$ cat config.mk
export PLATFORM = sky130hd
export DESIGN_NAME = rpcd_front
export DESIGN_NICKNAME = d
export VERILOG_FILES = /design/src/hw/rtl/rpcd_pkg.sv /design/src/hw/rtl/rpcd_front.sv
export SDC_FILE = /design/constraint.sdc
export NUM_CORES = 1
export LEC_CHECK = 0
export ABC_AREA = 0
export BUFFER_PORTS_ARGS = -buffer_cell sky130_fd_sc_hd__buf_2
export CAP_MARGIN = 0
export CORE_AREA = 4 4 85 147
export DETAILED_ROUTE_END_ITERATION = 7
export DIE_AREA = 0 0 89 151
export PLACE_DENSITY = 0.74
export RECOVER_POWER = 25
export SLEW_MARGIN = 5
export SYNTH_ARGS = -nofsm -noshare
export SYNTH_HDL_FRONTEND = slang
export SYNTH_SLANG_ARGS = --single-unit
$ cat constraint.sdc
create_clock -name i_clk -period 5.56 [get_ports i_clk]
set_clock_uncertainty 0.1 [all_clocks]
set_input_delay 1.112 -clock i_clk [delete_from_list [all_inputs] [get_ports i_clk]]
set_output_delay 1.112 -clock i_clk [all_outputs]
set_load 0.01 [all_outputs]
$ cat src/hw/rtl/rpcd_pkg.sv
`default_nettype none
package rpcd_pkg;

    localparam int unsigned POS_W = 16;
    localparam int unsigned RNG_W = 16;
    localparam int unsigned CFG_ADDR_W = 3;
    localparam int unsigned CFG_DATA_W = 16;
    localparam int unsigned CORDIC_STEPS = 16;
    localparam int unsigned CRD_W = 33;

    localparam logic [CFG_ADDR_W-1:0] REG_THRESHOLD = 3'd0;
    localparam logic [CFG_ADDR_W-1:0] REG_MIN_SEP   = 3'd1;
    localparam logic [CFG_ADDR_W-1:0] REG_START_ANG = 3'd2;
    localparam logic [CFG_ADDR_W-1:0] REG_ANG_STEP  = 3'd3;
    localparam logic [CFG_ADDR_W-1:0] REG_RANGE_LO  = 3'd4;
    localparam logic [CFG_ADDR_W-1:0] REG_RANGE_HI  = 3'd5;

    typedef struct packed {
        logic             found;
        logic [POS_W-1:0] pos1;
        logic [POS_W-1:0] pos2;
        logic [RNG_W-1:0] dist1;
        logic [RNG_W-1:0] dist2;
    } t_job;

    typedef struct packed {
        logic [15:0] start_angle;
        logic [15:0] angle_step;
    } t_geom;

    function automatic logic signed [CRD_W-1:0] atan_entry(input logic [3:0] idx);
        logic signed [CRD_W-1:0] v;
        unique case (idx)
            4'd0:  v = 33'sd536870912;
            4'd1:  v = 33'sd316933406;
            4'd2:  v = 33'sd167458907;
            4'd3:  v = 33'sd85004756;
            4'd4:  v = 33'sd42667331;
            4'd5:  v = 33'sd21354465;
            4'd6:  v = 33'sd10679838;
            4'd7:  v = 33'sd5340245;
            4'd8:  v = 33'sd2670163;
            4'd9:  v = 33'sd1335087;
            4'd10: v = 33'sd667544;
            4'd11: v = 33'sd333772;
            4'd12: v = 33'sd166886;
            4'd13: v = 33'sd83443;
            4'd14: v = 33'sd41722;
            default: v = 33'sd20861;
        endcase
        return v;
    endfunction

endpackage
`default_nettype wire

$ cat src/hw/rtl/rpcd_front.sv
`default_nettype none
module rpcd_front
    import rpcd_pkg::*;
#(
    parameter int unsigned MAX_SAMPLES = 2048
) (
    input  wire logic             i_clk,
    input  wire logic             i_rst_n,
    input  wire logic             i_accept,
    input  wire logic [15:0]      i_intensity,
    input  wire logic [15:0]      i_range,
    input  wire logic             i_finite,
    input  wire logic             i_last,
    input  wire logic [15:0]      i_threshold,
    input  wire logic [10:0]      i_min_sep,
    input  wire logic [15:0]      i_range_lo,
    input  wire logic [15:0]      i_range_hi,
    output logic                  o_push,
    output t_job                  o_job
);

    localparam int unsigned CNT_W = $clog2(MAX_SAMPLES + 1);
    localparam int unsigned PW    = $clog2(MAX_SAMPLES);
    localparam int unsigned DW    = (PW > 11) ? PW : 11;

    logic [CNT_W-1:0] r_count, n_count;
    logic             r_ff, n_ff, r_sf, n_sf, r_fok, n_fok, r_sok, n_sok;
    logic [PW-1:0]    r_p1, n_p1, r_p2, n_p2;
    logic [15:0]      r_d1, n_d1, r_d2, n_d2;
    logic [PW-1:0]    idx;
    logic             in_win, ok;
    logic [DW-1:0]    gap;

    assign idx    = r_count[PW-1:0];
    assign in_win = r_count < CNT_W'(MAX_SAMPLES);
    assign ok     = i_finite && (i_range >= i_range_lo) && (i_range <= i_range_hi);
    assign gap    = DW'(idx) - DW'(r_p1);

    always_comb begin
        n_count = r_count;
        n_ff = r_ff; n_sf = r_sf; n_fok = r_fok; n_sok = r_sok;
        n_p1 = r_p1; n_p2 = r_p2; n_d1 = r_d1; n_d2 = r_d2;
        if (in_win) begin
            n_count = r_count + CNT_W'(1);
            if (i_intensity >= i_threshold) begin
                if (!r_ff) begin
                    n_ff = 1'b1; n_p1 = idx; n_d1 = i_range; n_fok = ok;
                end else if (!r_sf && (gap >= DW'(i_min_sep))) begin
                    n_sf = 1'b1; n_p2 = idx; n_d2 = i_range; n_sok = ok;
                end
            end
        end
    end

    assign o_push      = i_accept && i_last;
    assign o_job.found = n_ff && n_sf && n_fok && n_sok;
    assign o_job.pos1  = POS_W'(n_p1);
    assign o_job.pos2  = POS_W'(n_p2);
    assign o_job.dist1 = n_d1;
    assign o_job.dist2 = n_d2;

    always_ff @(posedge i_clk) begin
        if (!i_rst_n || o_push) begin
            r_count <= '0;
            r_ff <= 1'b0; r_sf <= 1'b0; r_fok <= 1'b0; r_sok <= 1'b0;
            r_p1 <= '0; r_p2 <= '0; r_d1 <= '0; r_d2 <= '0;
        end else if (i_accept) begin
            r_count <= n_count;
            r_ff <= n_ff; r_sf <= n_sf; r_fok <= n_fok; r_sok <= n_sok;
            r_p1 <= n_p1; r_p2 <= n_p2; r_d1 <= n_d1; r_d2 <= n_d2;
        end
    end

endmodule
`default_nettype wire

Word-level counts from Yosys, hierarchy flattened:

Index checks and enable logic that the tools add are counted.

* bits in registers: 70
* bits of input ports: 96
* output and inout bits: 66
* word-level logic and storage cells: 54

* add/sub/neg operators: 2
* magnitude comparators: 5
* mux-type cells: 27
* reduce and logical (&&, ||, !) cells: 11

Operators with widths (count)
* $mux 16: 7
* $mux 11: 7
* $ge 16x16->1: 2
* $le 16x16->1: 1
* $mux 1: 13
* $add 12x1->12 const B: 1
* $lt 12x12->1 const B: 1
* $ge 11x11->1: 1
* $sub 11x11->11: 1
* $logic_and 1x1->1: 7
* $logic_not 1->1: 2
* $reduce_and 2->1: 1
* $logic_or 1x1->1: 1

Longest topological paths before layout:

* depth after elaboration: 10
* mapped depth: 19
* depth with buffers taken out: 17

Least setup slack after synthesis:

No wires, ideal clock.

* path kind: flip-flop to output port
* start: reg r_count[0]
* end: out o_job[34] (netlist bit)
* arrival time: 3.530 ns
* data required time: 4.348 ns
* path slack: 0.818 ns
* cell stages (with the launch flop): 18
* buffers on the path: 1
* path through: dfxtp_1 inv_1 ha_1 fa_1 nor2b_1 o21ai_0 a21boi_0 o21ai_1 a21oi_1 nor4_1 or3_1 ha_1 and3_1 nand3_1 o221ai_2 nand3_2 buf_4 mux2_2

RTL lines
* start: declaration: RTL line rpcd_front.sv:26 `logic [CNT_W-1:0] r_count, n_count;`
* start signal: assignment: RTL line rpcd_front.sv:68 `r_count <= n_count;`
* end: declaration: RTL line rpcd_front.sv:19 `output t_job o_job`

==> flow_summary.ini <==
[global_routing]
grt_util_all_layers_pct = 19.7
grt_pass1_wl_mm = 21.0
grt_max_degree = 57
grt_pass1_vias = 4640
grt-ovfl-total = 0
antenna_found_initial = 0

[floorplan]
boundaryPins = 162
start_util_pct = 46.7
core_area_um2 = 11400
die_w_um = 89
dieArea_um2 = 13400
rows = 52
die_h_um = 151

[clocking]
cts_buffers = 9
clock_latency_ns = 0.32
clkTransAtPathRegs_ns = 0.05
cts_tree = done
htreeDepth = 3
root_buffer = clkbuf_16
hold_buffers = 0
cts_buffer_depth = 2
clkSinkCount = 70

[pwr]
ir_worst_vdd_v = 0.000146
p_per_area_nw_per_um2 = 217
leakagePower_nw = 3.42

[final_layout]
layout-drive-gt1-share_pct = 29.3
antenna_cells = 0
synthToLayoutAreaGrowth_pct = 22.1
final_cells = 926
fin_nets = 953
layout_commonest_cell = buf_2
final_cell_mix = buf_2 (149), inv_1 (76), ha_1 (69), dfxtp_1 (69), nand2_1 (52)
post-route-util_pct = 57.1

[critical_path]
r2r_setup_slack_ns = 1.34
reg2reg_depth = 19
cp.arrival_ns = 4.13
r2r-start = r_count[0]$_SDFFE_PP0P_
crit_slowest_cell = dfxtp_2
worstPathCellList = inv_1 > ha_2 > fa_2 > nor2b_1 > o21ai_1 > a21boi_2 > o21ai_2 > a21oi_2 > nor4_1 > or3_1 > ha_1 > and3_1 > nand3_1 > o221ai_2 > nand3_4 > buf_12 > o31ai_2 > a21o_1 > buf_2
crit_start = r_count[0]$_SDFFE_PP0P_
start_kind = flip-flop
path_class = flip-flop to output port
endpoint_kind = output port
r2r_end = r_sok$_SDFFE_PP0P_
critPathMaxStageDelay_ns = 0.36
worstPathMaxFanout = 8
critPathCapture = o_job[64]
required_ns = 4.35

[worst_hold_path]
min-delay-start = r_p2[6]$_SDFFE_PP0P_
min_path_type = flip-flop to flip-flop

[placement]
dp_cells = 907
detailed_place_hpwl_mm = 10.5
place.gp.congestion = 0.928
portBuffers = 151

[timing]
finalSetupViolCount = 0
worst_pin_slew_ns = 2.14
slew_headroom_pct = -42.9
timing.final.crit_share_pct = 96.0
tns_ns = 0
slew_viol_final = 48
period_needed_ns = 5.34
rsz0062_at_grt = false
hold_viol_final = 0
fmax_ghz = 0.187

[synthesis]
synth_edf_count = 0
ys_types = 51
synth_top_area_share_pct = 26.3
synth_top_cell_by_area = dfxtp_1
netlist_area_um2 = 5320
ys_warn_count = 0
yosys-top-cells-area = dfxtp_1 (26%), ha_1 (16%), mux2_2 (9.7%), inv_1 (5.4%), mux2i_1 (5.1%)
ys.flop_type = dfxtp_1
ys_ff_latch = 70
async_reset_ff_share_pct = 0
avgSynthCellArea_um2 = 8.29
synth_cells = 642
yosysSeqAreaShare_pct = 26.3

[run_status]
violations = capacitance limit, slew limit
outcome = complete, but fails checks

[job]
max-cap-violations = 1

[drt]
drt_iter0_drc = 168
drcViolationCount = 0
routedWlPerCell_um = 14.7
routed_wl_mm = 13.6
vias = 4861
vias_per_cell = 5.25
drt_first_pass_iters = 4
postRouteAntennaNets = 0
-- worst min path at each step --
stage / to / slack (ns) / depth (start not counted)
6_report: r_p2[6]$_SDFFE_PP0P_ / 0.37 / 2
5_1_grt: r_d2[12]$_SDFFE_PP0P_ / 0.40 / 2
4_1_cts: r_fok$_SDFFE_PP0P_ / 0.37 / 2
3_5_place_dp: r_fok$_SDFFE_PP0P_ / 0.36 / 2
3_3_place_gp: r_d2[3]$_SDFFE_PP0P_ / 0.35 / 2
2_1_floorplan: r_fok$_SDFFE_PP0P_ / 0.34 / 2
-- per-stage QoR --
step,power (mW),setup slack [ns],hold slack (ns),cell area [um^2]
global placement,0.781,0.372,0.351,6090
floorplan,0.698,0.818,0.337,5350
global route,1.47,0.00632,0.395,6500
finish,1.41,0.220,0.369,6500
CTS,1.42,0.0168,0.369,6430
detailed placement,0.784,0.261,0.357,6090
-- final cells by class --
class | count | area [um^2]
tap | 135 | 169
clock buffer | 13 | 270
inverter | 76 | 285
multi-input combinational | 464 | 3410
fill | 1054 | 4890
sequential | 70 | 1400
timing repair buffer | 165 | 898
clock inverter | 3 | 65.1
-- synth_stat cells, types with 5 or more instances --
master / number
nand4_1: 10
inv_1: 76
buf_4: 15
buf_6: 6
dfxtp_1: 70
nand2_1: 52
mux2_2: 46
nand3_1: 34
nor2b_1: 9
or3_1: 6
clkbuf_1: 11
a21oi_1: 24
o21ai_0: 45
nor2_1: 50
o31ai_1: 7
xnor2_1: 5
and3_1: 5
nor3_1: 5
xor2_1: 9
mux2i_1: 27
a21o_1: 7
buf_2: 5
ha_1: 70
-- sequential cells by signal (all words and copies together), names as in the netlist --
name     flops
r_d1        16
r_d2        16
r_count     12
r_p1        11
r_p2        11
r_ff         1
r_fok        1
r_sf         1
r_sok        1
-- routing by layer --
metal / GRT usage [%] / part of all wire (%) / up-vias
li1: - / - / 2493
met1: 20.6 / 37 / 2178
met2: 37.4 / 54 / 164
met3: 3.38 / 6.7 / 26
met4: 7.97 / 2.4 / 0
met5: 0 / 0 / -
-- logic make-up (layout without fill, tap and decap cells) --
group           after synthesis  after routing  share of synthesized area, %
other cells                   1             10                        0.0705
mux                          73             73                          14.8
simple gates                187            187                          16.6
xor+xnor                     14             14                          2.30
fa+ha+maj                    71             71                          16.8
compound gates              109            109                          12.3
flops                        70             70                          26.3
buf+inv                     117            257                          10.7
-- worst max-delay path, delay by kind of cell (launching register included) --
kind | cells | cell delay (ns)
compound gates | 7 | 1.21
simple gates | 6 | 0.98
flops | 1 | 0.36
buf+inv | 3 | 0.41
fa+ha+maj | 3 | 0.86
-- power breakdown --
group / switching [mW] / internal (mW)
Sequential: 0.00486 / 0.509
Combinational: 0.143 / 0.117
Clock: 0.205 / 0.429
Total: 0.353 / 1.06
-- repair_timing --
| action | 4_1_cts | 5_1_grt |
|---|---|---|
| gates cloned | 0 | 2 |
| pin swaps | 0 | 4 |
| setup buffers | 0 | 1 |
| endpoints found under the setup margin | 24 | 28 |
| resized for setup | 2 | 9 |
Power figures use the tool's default switching activity.
