`src/hw/rtl/rpcd_pkg.sv`:
```
`default_nettype none
package rpcd_pkg;

    localparam int unsigned POS_W = 16;
    localparam int unsigned RNG_W = 16;
    localparam int unsigned CFG_ADDR_W = 3;
    localparam int unsigned CFG_DATA_W = 16;
    localparam int unsigned CORDIC_STEPS = 16;
    localparam int unsigned CRD_W = 33;

    localparam logic [CFG_ADDR_W-1:0] REG_THRESHOLD = 3'd0;
    localparam logic [CFG_ADDR_W-1:0] REG_MIN_SEP   = 3'd1;
    localparam logic [CFG_ADDR_W-1:0] REG_START_ANG = 3'd2;
    localparam logic [CFG_ADDR_W-1:0] REG_ANG_STEP  = 3'd3;
    localparam logic [CFG_ADDR_W-1:0] REG_RANGE_LO  = 3'd4;
    localparam logic [CFG_ADDR_W-1:0] REG_RANGE_HI  = 3'd5;

    typedef struct packed {
        logic             found;
        logic [POS_W-1:0] pos1;
        logic [POS_W-1:0] pos2;
        logic [RNG_W-1:0] dist1;
        logic [RNG_W-1:0] dist2;
    } t_job;

    typedef struct packed {
        logic [15:0] start_angle;
        logic [15:0] angle_step;
    } t_geom;

    function automatic logic signed [CRD_W-1:0] atan_entry(input logic [3:0] idx);
        logic signed [CRD_W-1:0] v;
        unique case (idx)
            4'd0:  v = 33'sd536870912;
            4'd1:  v = 33'sd316933406;
            4'd2:  v = 33'sd167458907;
            4'd3:  v = 33'sd85004756;
            4'd4:  v = 33'sd42667331;
            4'd5:  v = 33'sd21354465;
            4'd6:  v = 33'sd10679838;
            4'd7:  v = 33'sd5340245;
            4'd8:  v = 33'sd2670163;
            4'd9:  v = 33'sd1335087;
            4'd10: v = 33'sd667544;
            4'd11: v = 33'sd333772;
            4'd12: v = 33'sd166886;
            4'd13: v = 33'sd83443;
            4'd14: v = 33'sd41722;
            default: v = 33'sd20861;
        endcase
        return v;
    endfunction

endpackage
`default_nettype wire

```
`src/hw/rtl/rpcd_queue.sv`:
```
`default_nettype none
module rpcd_queue
    import rpcd_pkg::*;
(
    input  wire logic i_clk,
    input  wire logic i_rst_n,
    input  wire logic i_push,
    input  t_job      i_job,
    input  wire logic i_pop,
    output logic      o_full,
    output logic      o_empty,
    output t_job      o_job
);

    t_job       r_mem [2];
    logic       r_wp, r_rp;
    logic [1:0] r_cnt;
    logic       do_push, do_pop;

    assign o_full  = r_cnt == 2'd2;
    assign o_empty = r_cnt == 2'd0;
    assign do_push = i_push && !o_full;
    assign do_pop  = i_pop && !o_empty;
    assign o_job   = r_mem[r_rp];

    always_ff @(posedge i_clk) begin
        if (do_push) begin
            r_mem[r_wp] <= i_job;
        end
    end

    always_ff @(posedge i_clk) begin
        if (!i_rst_n) begin
            r_wp <= 1'b0; r_rp <= 1'b0; r_cnt <= 2'd0;
        end else begin
            if (do_push) r_wp <= !r_wp;
            if (do_pop) r_rp <= !r_rp;
            r_cnt <= r_cnt + 2'(do_push) - 2'(do_pop);
        end
    end

endmodule
`default_nettype wire

```
`config.mk`:
```
export PLATFORM = sky130hd
export DESIGN_NAME = rpcd_queue
export DESIGN_NICKNAME = d
export VERILOG_FILES = /design/src/hw/rtl/rpcd_pkg.sv /design/src/hw/rtl/rpcd_queue.sv
export SDC_FILE = /design/constraint.sdc
export NUM_CORES = 1
export LEC_CHECK = 0
export BUFFER_PORTS_ARGS = -buffer_cell sky130_fd_sc_hd__buf_2
export CORE_MARGIN = 1.5
export CORE_UTILIZATION = 56
export DETAILED_ROUTE_END_ITERATION = 12
export GPL_ROUTABILITY_DRIVEN = 0
export PLACE_DENSITY = 0.87
export SYNTH_ARGS = -nofsm -noshare
export SYNTH_HDL_FRONTEND = slang
export SYNTH_SLANG_ARGS = --single-unit
```
`constraint.sdc`:
```
create_clock -name i_clk -period 9.7 [get_ports i_clk]
set_input_delay 0.485 -clock i_clk [delete_from_list [all_inputs] [get_ports i_clk]]
set_output_delay 0.485 -clock i_clk [all_outputs]
set_load 0.005 [all_outputs]
```
Word level (Yosys, flattened, before mapping) --
Memory sizes are Yosys's and may differ from the RTL's. A register that Yosys moved wholly into a read port is not among the register bits. Cells that the tools add are included.
Storage, ports and cells: flip-flop bits (word level) 4, RAM bits 130, bits of input ports 69, output and inout bits 67, logic and storage cells 18, memories kept 1
Operators by class: $add $sub $neg 2, eq/ne operators 1, mux-type cells 4, reduce and logical (&&, ||, !) cells 7
Memories:
- r_mem | depth 2, bits a word 65, rd ports 1, clocked after memory_dff 1, write ports 1, line rpcd_queue.sv:15 | t_job r_mem [2];
Operators with widths (number):
- logical NOT 1 bit | 4
- 2-to-1 mux 1 bit | 4
- adder 2 x 1 -> 2 bit | 1
- equality test 2 bit (second input constant) | 1
- logical AND 1 bit | 2
- logical NOT 2 bit | 1
- subtractor 2 x 1 -> 2 bit | 1

Logic depth before layout (Yosys ltp) --
Gate-level depths: netlist of the first run.
depth after elaboration 5, mapped depth 8, depth with buffers taken out 8

Worst setup path after synthesis of the first run --
Ideal clock, no wire load.
path kind register to register, start point register r_cnt[0], end point memory r_mem[0][0] (netlist name) (enable), library setup time 0.488 ns, data arrival time 3.307 ns, data required time 9.212 ns, path slack 5.904 ns, cell stages (with the launch flop) 4, buffers on the path 0, period minus slack after synthesis 3.796 ns, cell sequence dfxtp_1 > nand2b_1 > nand2_1 > nor2_1
Between the ends: cells in the longest elaborated chain, start to end 5
Ends and longest elaborated chain:
- start: declaration | line rpcd_queue.sv:17 | logic [1:0] r_cnt;
- start signal: assignment | line rpcd_queue.sv:38 | r_cnt <= r_cnt + 2'(do_push) - 2'(do_pop);
- equality test 2 bit | line rpcd_queue.sv:20 | assign o_full = r_cnt == 2'd2;
- logical NOT 1 bit | line rpcd_queue.sv:22 | assign do_push = i_push && !o_full;
- logical AND 1 bit | line rpcd_queue.sv:22
- 2-to-1 mux 1 bit | line rpcd_queue.sv:27 | if (do_push) begin
- 2-to-1 mux 1 bit (implied by the code) | line rpcd_queue.sv:28 | r_mem[r_wp] <= i_job;
- end: declaration | line rpcd_queue.sv:15
No other way between the ends.

==> reports/results.ini, run 1 <==
[outcome]
status = finished with violations
violations = DRC

[synthesis]
syn_area_per_cell_um2 = 22.4
netlist_area_um2 = 5130
synth-seq-cells = 135
ys_seq_area_share_pct = 78.0
netlist_instances = 229
syn_nets = 300
yosysUniqueCellTypes = 18
ys_warn_count = 0

[floorplanning]
core-area_um2 = 8810
initial_core_util_pct = 58.3
num_io_pins = 136
die_area_um2 = 9740
rows = 34
die_h_um = 98.7
die_x_um = 98.7

[timing]
slew_headroom_pct = 25.7
fmax_ghz = 0.377
skew_ns = 0.00824
grt_setup_unrepaired = no
fin_crit_sh_pct = 27.4
timing.hold.ws_ns = 0.173
fin_ws_ns = 7.05
drv_slew = 0
min_period_ns = 2.65
worst_pin_slew_ns = 1.12
tns_ns = 0
final-setup-viol-count = 0
hold_viol_final = 0

[detailed_routing]
drc = 8
vias = 2560
via_per_inst = 5.14
wl_mm = 8.74
drt_iter0_drc = 126
ant_nets = 0
firstDrtPassIters = 11
wl_per_cell_um = 17.6

[clock_tree]
post_cts_resized = 0
cts-root-buf = clkbuf_8
clk_pin_slew_worst_paths_ns = 0.06
post_cts_buffers = 0
clock_latency_ns = 0.50
numCtsBuffers = 17
ctsHoldBuffers = 0
numClockSinks = 135
tritoncts = built
clockBufferDepth = 2
h-tree-depth = 4

[critical_path]
path_cells = mux2_2 > buf_2
startpoint_type = register
path_max_fanout = 65
crit_required_ns = 9.22
slowest_stage = dfxtp_4
path_buf_inv = 1
crit_path_end_kind = output port
max_stage_delay_ns = 1.09
crit_family = flip-flops
worst_ep_arrival_time_ns = 2.17
path_class = register to output port

[power]
power.internal_w = 0.00146
sw_frac_of_total_pct = 23.7
clkPwrFrac_pct = 36.1
p_per_area_nw_per_um2 = 293
combinationalPowerShare_pct = 20.2
p_leak_nw = 2.61
ir_drop_uv = 263
pwr-share-seq_pct = 43.6
p_sw_w = 0.000454

[finish]
finalCoreUtilization_pct = 74.3
layout-drive-gt1-share_pct = 60.3
layout_common_cells = 135 x buf_2, 130 x edfxtp_1, 50 x mux2_4, 16 x clkbuf_16, 15 x mux2_2
finalNetCount = 449
area_growth_syn_to_layout_pct = 27.5
mostFrequentLayoutCell = buf_2
seq_area_um2 = 4010
fillers = 533
multi_input_area_um2 = 1050
diodes = 0

[grt]
antenna_found_initial = 0
grt_pass1_vias = 2671
grtUsageTotal_pct = 18.7
grt_max_degree = 66
grt_pass1_wl_mm = 13.3
globalRouteOverflowTotal = 0

[worst_hold_path]
min_path_type = input port to register

[placement]
port_buffers = 135
pre_cts_slack_ns = 7.52

[run]
timing.max_cap.violations = 0

## logic make-up (layout without fill, tap and decap cells)
kind of cell,Yosys count,in the layout,synth area share [%]
flip-flops,135,135,78.0
AO/OA/AOI/OAI,1,1,0.146
XOR/XNOR,2,2,0.342
AND/OR/NAND/NOR,13,13,1.22
buffers and inverters,10,171,1.63
multiplexers,66,66,18.1
adder cells (fa/ha/maj),2,2,0.488
## routing by layer
metal / vias up / track usage, % / share of wire [%]
li1: 1196 / - / -
met1: 1229 / 22.3 / 40
met2: 124 / 30.5 / 50
met3: 11 / 7.45 / 8.2
met4: 0 / 7.69 / 1.1
met5: - / 0 / 0
## registers in the layout, summed over array words and instances, names as in the netlist, named ones only
name and cells:
r_rp 1, r_cnt 2, r_wp 1, r_mem 130
## final timing paths
check / start / to / slack, ns / depth (start not counted)
max: register / o_job[9] / 7.05 / 2
min: i_job[12] / r_mem[0][12]$_DFFE_PP_ / 0.17 / 1
max reg2reg: r_cnt[1]$_SDFF_PN0_ / r_cnt[1]$_SDFF_PN0_ / 7.75 / 8
min reg2reg: r_wp$_SDFFE_PN0P_ / r_wp$_SDFFE_PN0P_ / 0.53 / 2
## stage by stage
| step | instances | total power, W | cell area (um2) |
|---|---|---|---|
| 5_1_grt | 498 | 0.00199 | 6540 |
| 6_report | 498 | 0.00192 | 6540 |
| 4_1_cts | 498 | 0.00194 | 6540 |
| 3_5_place_dp | 467 | 0.00124 | 5900 |
| 3_3_place_gp | 467 | 0.00122 | 5900 |
| 2_1_floorplan | 229 | 0.00109 | 5130 |
## cells in the mapped netlist
master | n | area, um2
edfxtp_1 | 130 | 3900
mux2_4 | 50 | 751
mux2_2 | 15 | 169
buf_6 | 6 | 67.6
dfxtp_1 | 5 | 100
nor2_1 | 5 | 18.8
inv_1 | 3 | 11.3
and2_1 | 2 | 12.5
ha_1 | 2 | 25.0
nand2_1 | 2 | 7.51
nand2b_1 | 2 | 12.5
and3_1 | 1 | 6.26
buf_2 | 1 | 5.00
mux2i_1 | 1 | 10.0
nor3_1 | 1 | 5.00
o21a_1 | 1 | 7.51
xnor2_1 | 1 | 8.76
xor2_1 | 1 | 8.76
## layout make-up
| class | count | area share (%) |
|---|---|---|
| Sequential cell | 135 | 61.3 |
| Multi-Input combinational cell | 84 | 16.1 |
| Timing Repair Buffer | 137 | 10.6 |
| Clock buffer | 17 | 6.33 |
| Clock inverter | 14 | 3.54 |
| Tap cell | 108 | 2.07 |
| Inverter | 3 | 0.172 |
## power by group through the flow
stage / combinational, W / clock (W) / sequential [W]
after floorplan: 0.000301 / 0 / 0.000790
after global placement: 0.000382 / 0 / 0.000840
after detailed placement: 0.000391 / 0 / 0.000847
after CTS: 0.000395 / 0.000704 / 0.000838
after global routing: 0.000420 / 0.000726 / 0.000848
final: 0.000388 / 0.000692 / 0.000836
No activity file was read; power rests on OpenSTA's default activity.
==> run 2: changes to the inputs <==
- CORE_UTILIZATION: 56 -> 52
- PLACE_DENSITY: 0.87 -> 0.82
- clock period: 9.7 -> 2.5 ns (I/O delays scaled with it)
==> run 2 against run 1 <==
Effect of this change:
- the run now ends clean
- hold slack worse by 0.14 ns
- clock skew fell by 0.0021 ns
- first-iteration DRC count is 17% higher
- critical endpoint is now o_job[1]
- final cell count rose by 19%
- routed wire length up 13%
- via count grew 11%
- sequential share of layout area shrank 6.2 points
- power grew to 3.9 times the previous value
- register-to-register slack got worse by 7.1 ns
- clock-buffer cell count unchanged
- clock power rose to 3.8 times the previous value
- setup slack lost 6.6 ns
==> reports/results.ini, run 2 (synthesis gave the netlist of run 1 again) <==
[timing]
grt_setup_unrepaired = no  ; unchanged
drv_slew = 0  ; unchanged
skew_ns = 0.00609  ; was 0.00824 ns
fmax_ghz = 0.495
tns_ns = 0  ; unchanged
final-setup-viol-count = 0  ; unchanged
worst_pin_slew_ns = 0.698  ; was 1.12 ns
slew_headroom_pct = 53.4  ; was 25.7%
hold_viol_final = 0  ; unchanged
min_period_ns = 2.02
timing.hold.ws_ns = 0.0314  ; was 0.173 ns
fin_crit_sh_pct = 80.8

[detailed_routing]
drt-met1-wl_mm = 3.90  ; was 3.53 mm
firstDrtPassIters = 4  ; was 11
wl_per_cell_um = 16.6  ; was 17.6 um
via_per_inst = 4.79  ; was 5.14
route.met3.wl_um = 490  ; was 716 um
wl_mm = 9.88  ; was 8.74 mm
routed.top_layer = met4  ; unchanged
vias = 2847  ; was 2,560
drc = 0  ; was 8
drt_iter0_drc = 148  ; was 126
dr_wl_met2_mm = 5.25  ; was 4.40 mm
ant_nets = 0  ; unchanged

[finish]
layout-drive-gt1-share_pct = 51.8  ; was 60.3%
largest_reg_flops = 130  ; unchanged
finalNetCount = 520  ; was 449
mostFrequentLayoutCell = buf_2  ; unchanged
final_area_um2 = 7280  ; was 6540 um2
fillers = 578  ; was 533
regMostFlops = r_mem  ; unchanged
diodes = 0  ; unchanged
reg_top3 = r_mem: 130 flops, r_cnt: 2 flops  ; unchanged
area_growth_syn_to_layout_pct = 42.0  ; was 27.5%
layout_common_cells = 135 x buf_2, 130 x edfxtp_1, 66 x dlygate4sd3_1, 50 x mux2_4, 16 x clkbuf_16  ; was 135 x buf_2, 130 x edfxtp_1, 50 x mux2_4, 16 x clkbuf_16, 15 x mux2_2

[placement]
port_buffers = 135  ; unchanged
dpl_cell_area_um2 = 6000  ; was 5900 um2
dp_hpwl_mm = 5.77

[floorplanning]
die_x_um = 102  ; was 98.7 um
die_h_um = 102  ; was 98.7 um
rows = 36  ; was 34
initial_core_util_pct = 53.0  ; was 58.3%
num_io_pins = 136  ; unchanged
die_area_um2 = 10500  ; was 9740 um2
core-area_um2 = 9680  ; was 8810 um2

[grt]
grt_pass1_vias = 2888  ; was 2,671
grtUsageTotal_pct = 19.3  ; was 18.7%
grt_max_degree = 36  ; was 66
grt_pass1_wl_mm = 14.2  ; was 13.3 mm
antenna_found_initial = 0  ; unchanged
globalRouteOverflowTotal = 0  ; unchanged

[clock_tree]
clock_latency_ns = 0.51  ; was 0.50 ns
h-tree-depth = 4  ; unchanged
cts-root-buf = clkbuf_8  ; unchanged
post_cts_buffers = 0  ; unchanged
tritoncts = built  ; unchanged
numCtsBuffers = 17  ; unchanged
clk_pin_slew_worst_paths_ns = 0.06  ; about the same
numClockSinks = 135  ; unchanged
clockBufferDepth = 2  ; unchanged

[worst_hold_path]
min_path_type = input port to register  ; unchanged

[critical_path]
slowest_stage = dfxtp_4  ; unchanged
path_cells = buf_4 > mux2_2 > buf_2  ; was mux2_2 > buf_2
max_stage_delay_ns = 0.52  ; was 1.09 ns
startpoint_type = register  ; unchanged
path_buf_inv = 2  ; was 1
worst_ep_arrival_time_ns = 1.90  ; was 2.17 ns
crit_family = flip-flops  ; unchanged
crit_required_ns = 2.38  ; was 9.22 ns
crit_path_end_kind = output port  ; unchanged
path_class = register to output port  ; unchanged
path_max_fanout = 16  ; was 65

[power]
ir_drop_uv = 732  ; was 263 uV
power_w = 0.00749  ; was 0.00192 W
p_leak_nw = 2.91  ; was 2.61 nW
p_per_area_nw_per_um2 = 1030  ; was 293 nW/um2

[outcome]
status = finished clean  ; was finished with violations

[run]
timing.max_cap.violations = 0  ; unchanged

-- run 2: area by class of cell --
class	count	area [um2]	area share (%)
Timing Repair Buffer	208	1430	19.6
Sequential cell	135	4010	55.0
Multi-Input combinational cell	84	1050	14.4
Clock buffer	17	414	5.69
Inverter	3	11.3	0.155
Clock inverter	14	205	2.82
Tap cell	133	166	2.29
-- run 2: metal layers --
metal	global-route usage, %	up-vias
li1	-	1338
met1	20.9	1381
met2	33.6	110
met3	6.29	18
met4	10.4	0
met5	0	-
-- run 2: report_power, final --
group / switching (W) / leakage (nW) / internal (W)
Sequential: 0.000152 / 1.26 / 0.00292
Combinational: 0.000772 / 1.35 / 0.00105
Clock: 0.000892 / 0.299 / 0.00171
-- run 2: repair_timing --
item	4_1_cts	5_1_grt
gates resized for setup	0	0
hold endpoints to repair	135	0
hold buffers	66	0
-- run 2: through the flow --
step	util, %	instances	worst slack, ns
final	75.2	594	0.480
after CTS	75.2	594	0.443
after floorplan	-	229	0.000443
after detailed placement	62.0	497	0.647
after global routing	75.2	594	0.387
after global placement	62.0	497	0.760
-- run 2: final timing paths --
check                           endpoint  cells past startpoint                start  slack, ns
hold reg to reg                 register                      2    r_rp$_SDFFE_PN0P_       0.52
setup / recovery                o_job[1]                      3             register       0.48
hold / removal         r_wp$_SDFFE_PN0P_                      3               i_push       0.03
setup reg to reg  r_mem[0][54]$_DFFE_PP_                      4  r_cnt[0]$_SDFF_PN0_       0.64
-- run 2: worst reg2reg max path, stage by stage (launching register included) --
cell	delay (ns)
dfxtp_1	0.37
nand2b_1	0.17
nand2_1	0.15
nor2_4	0.57
buf_12	0.28
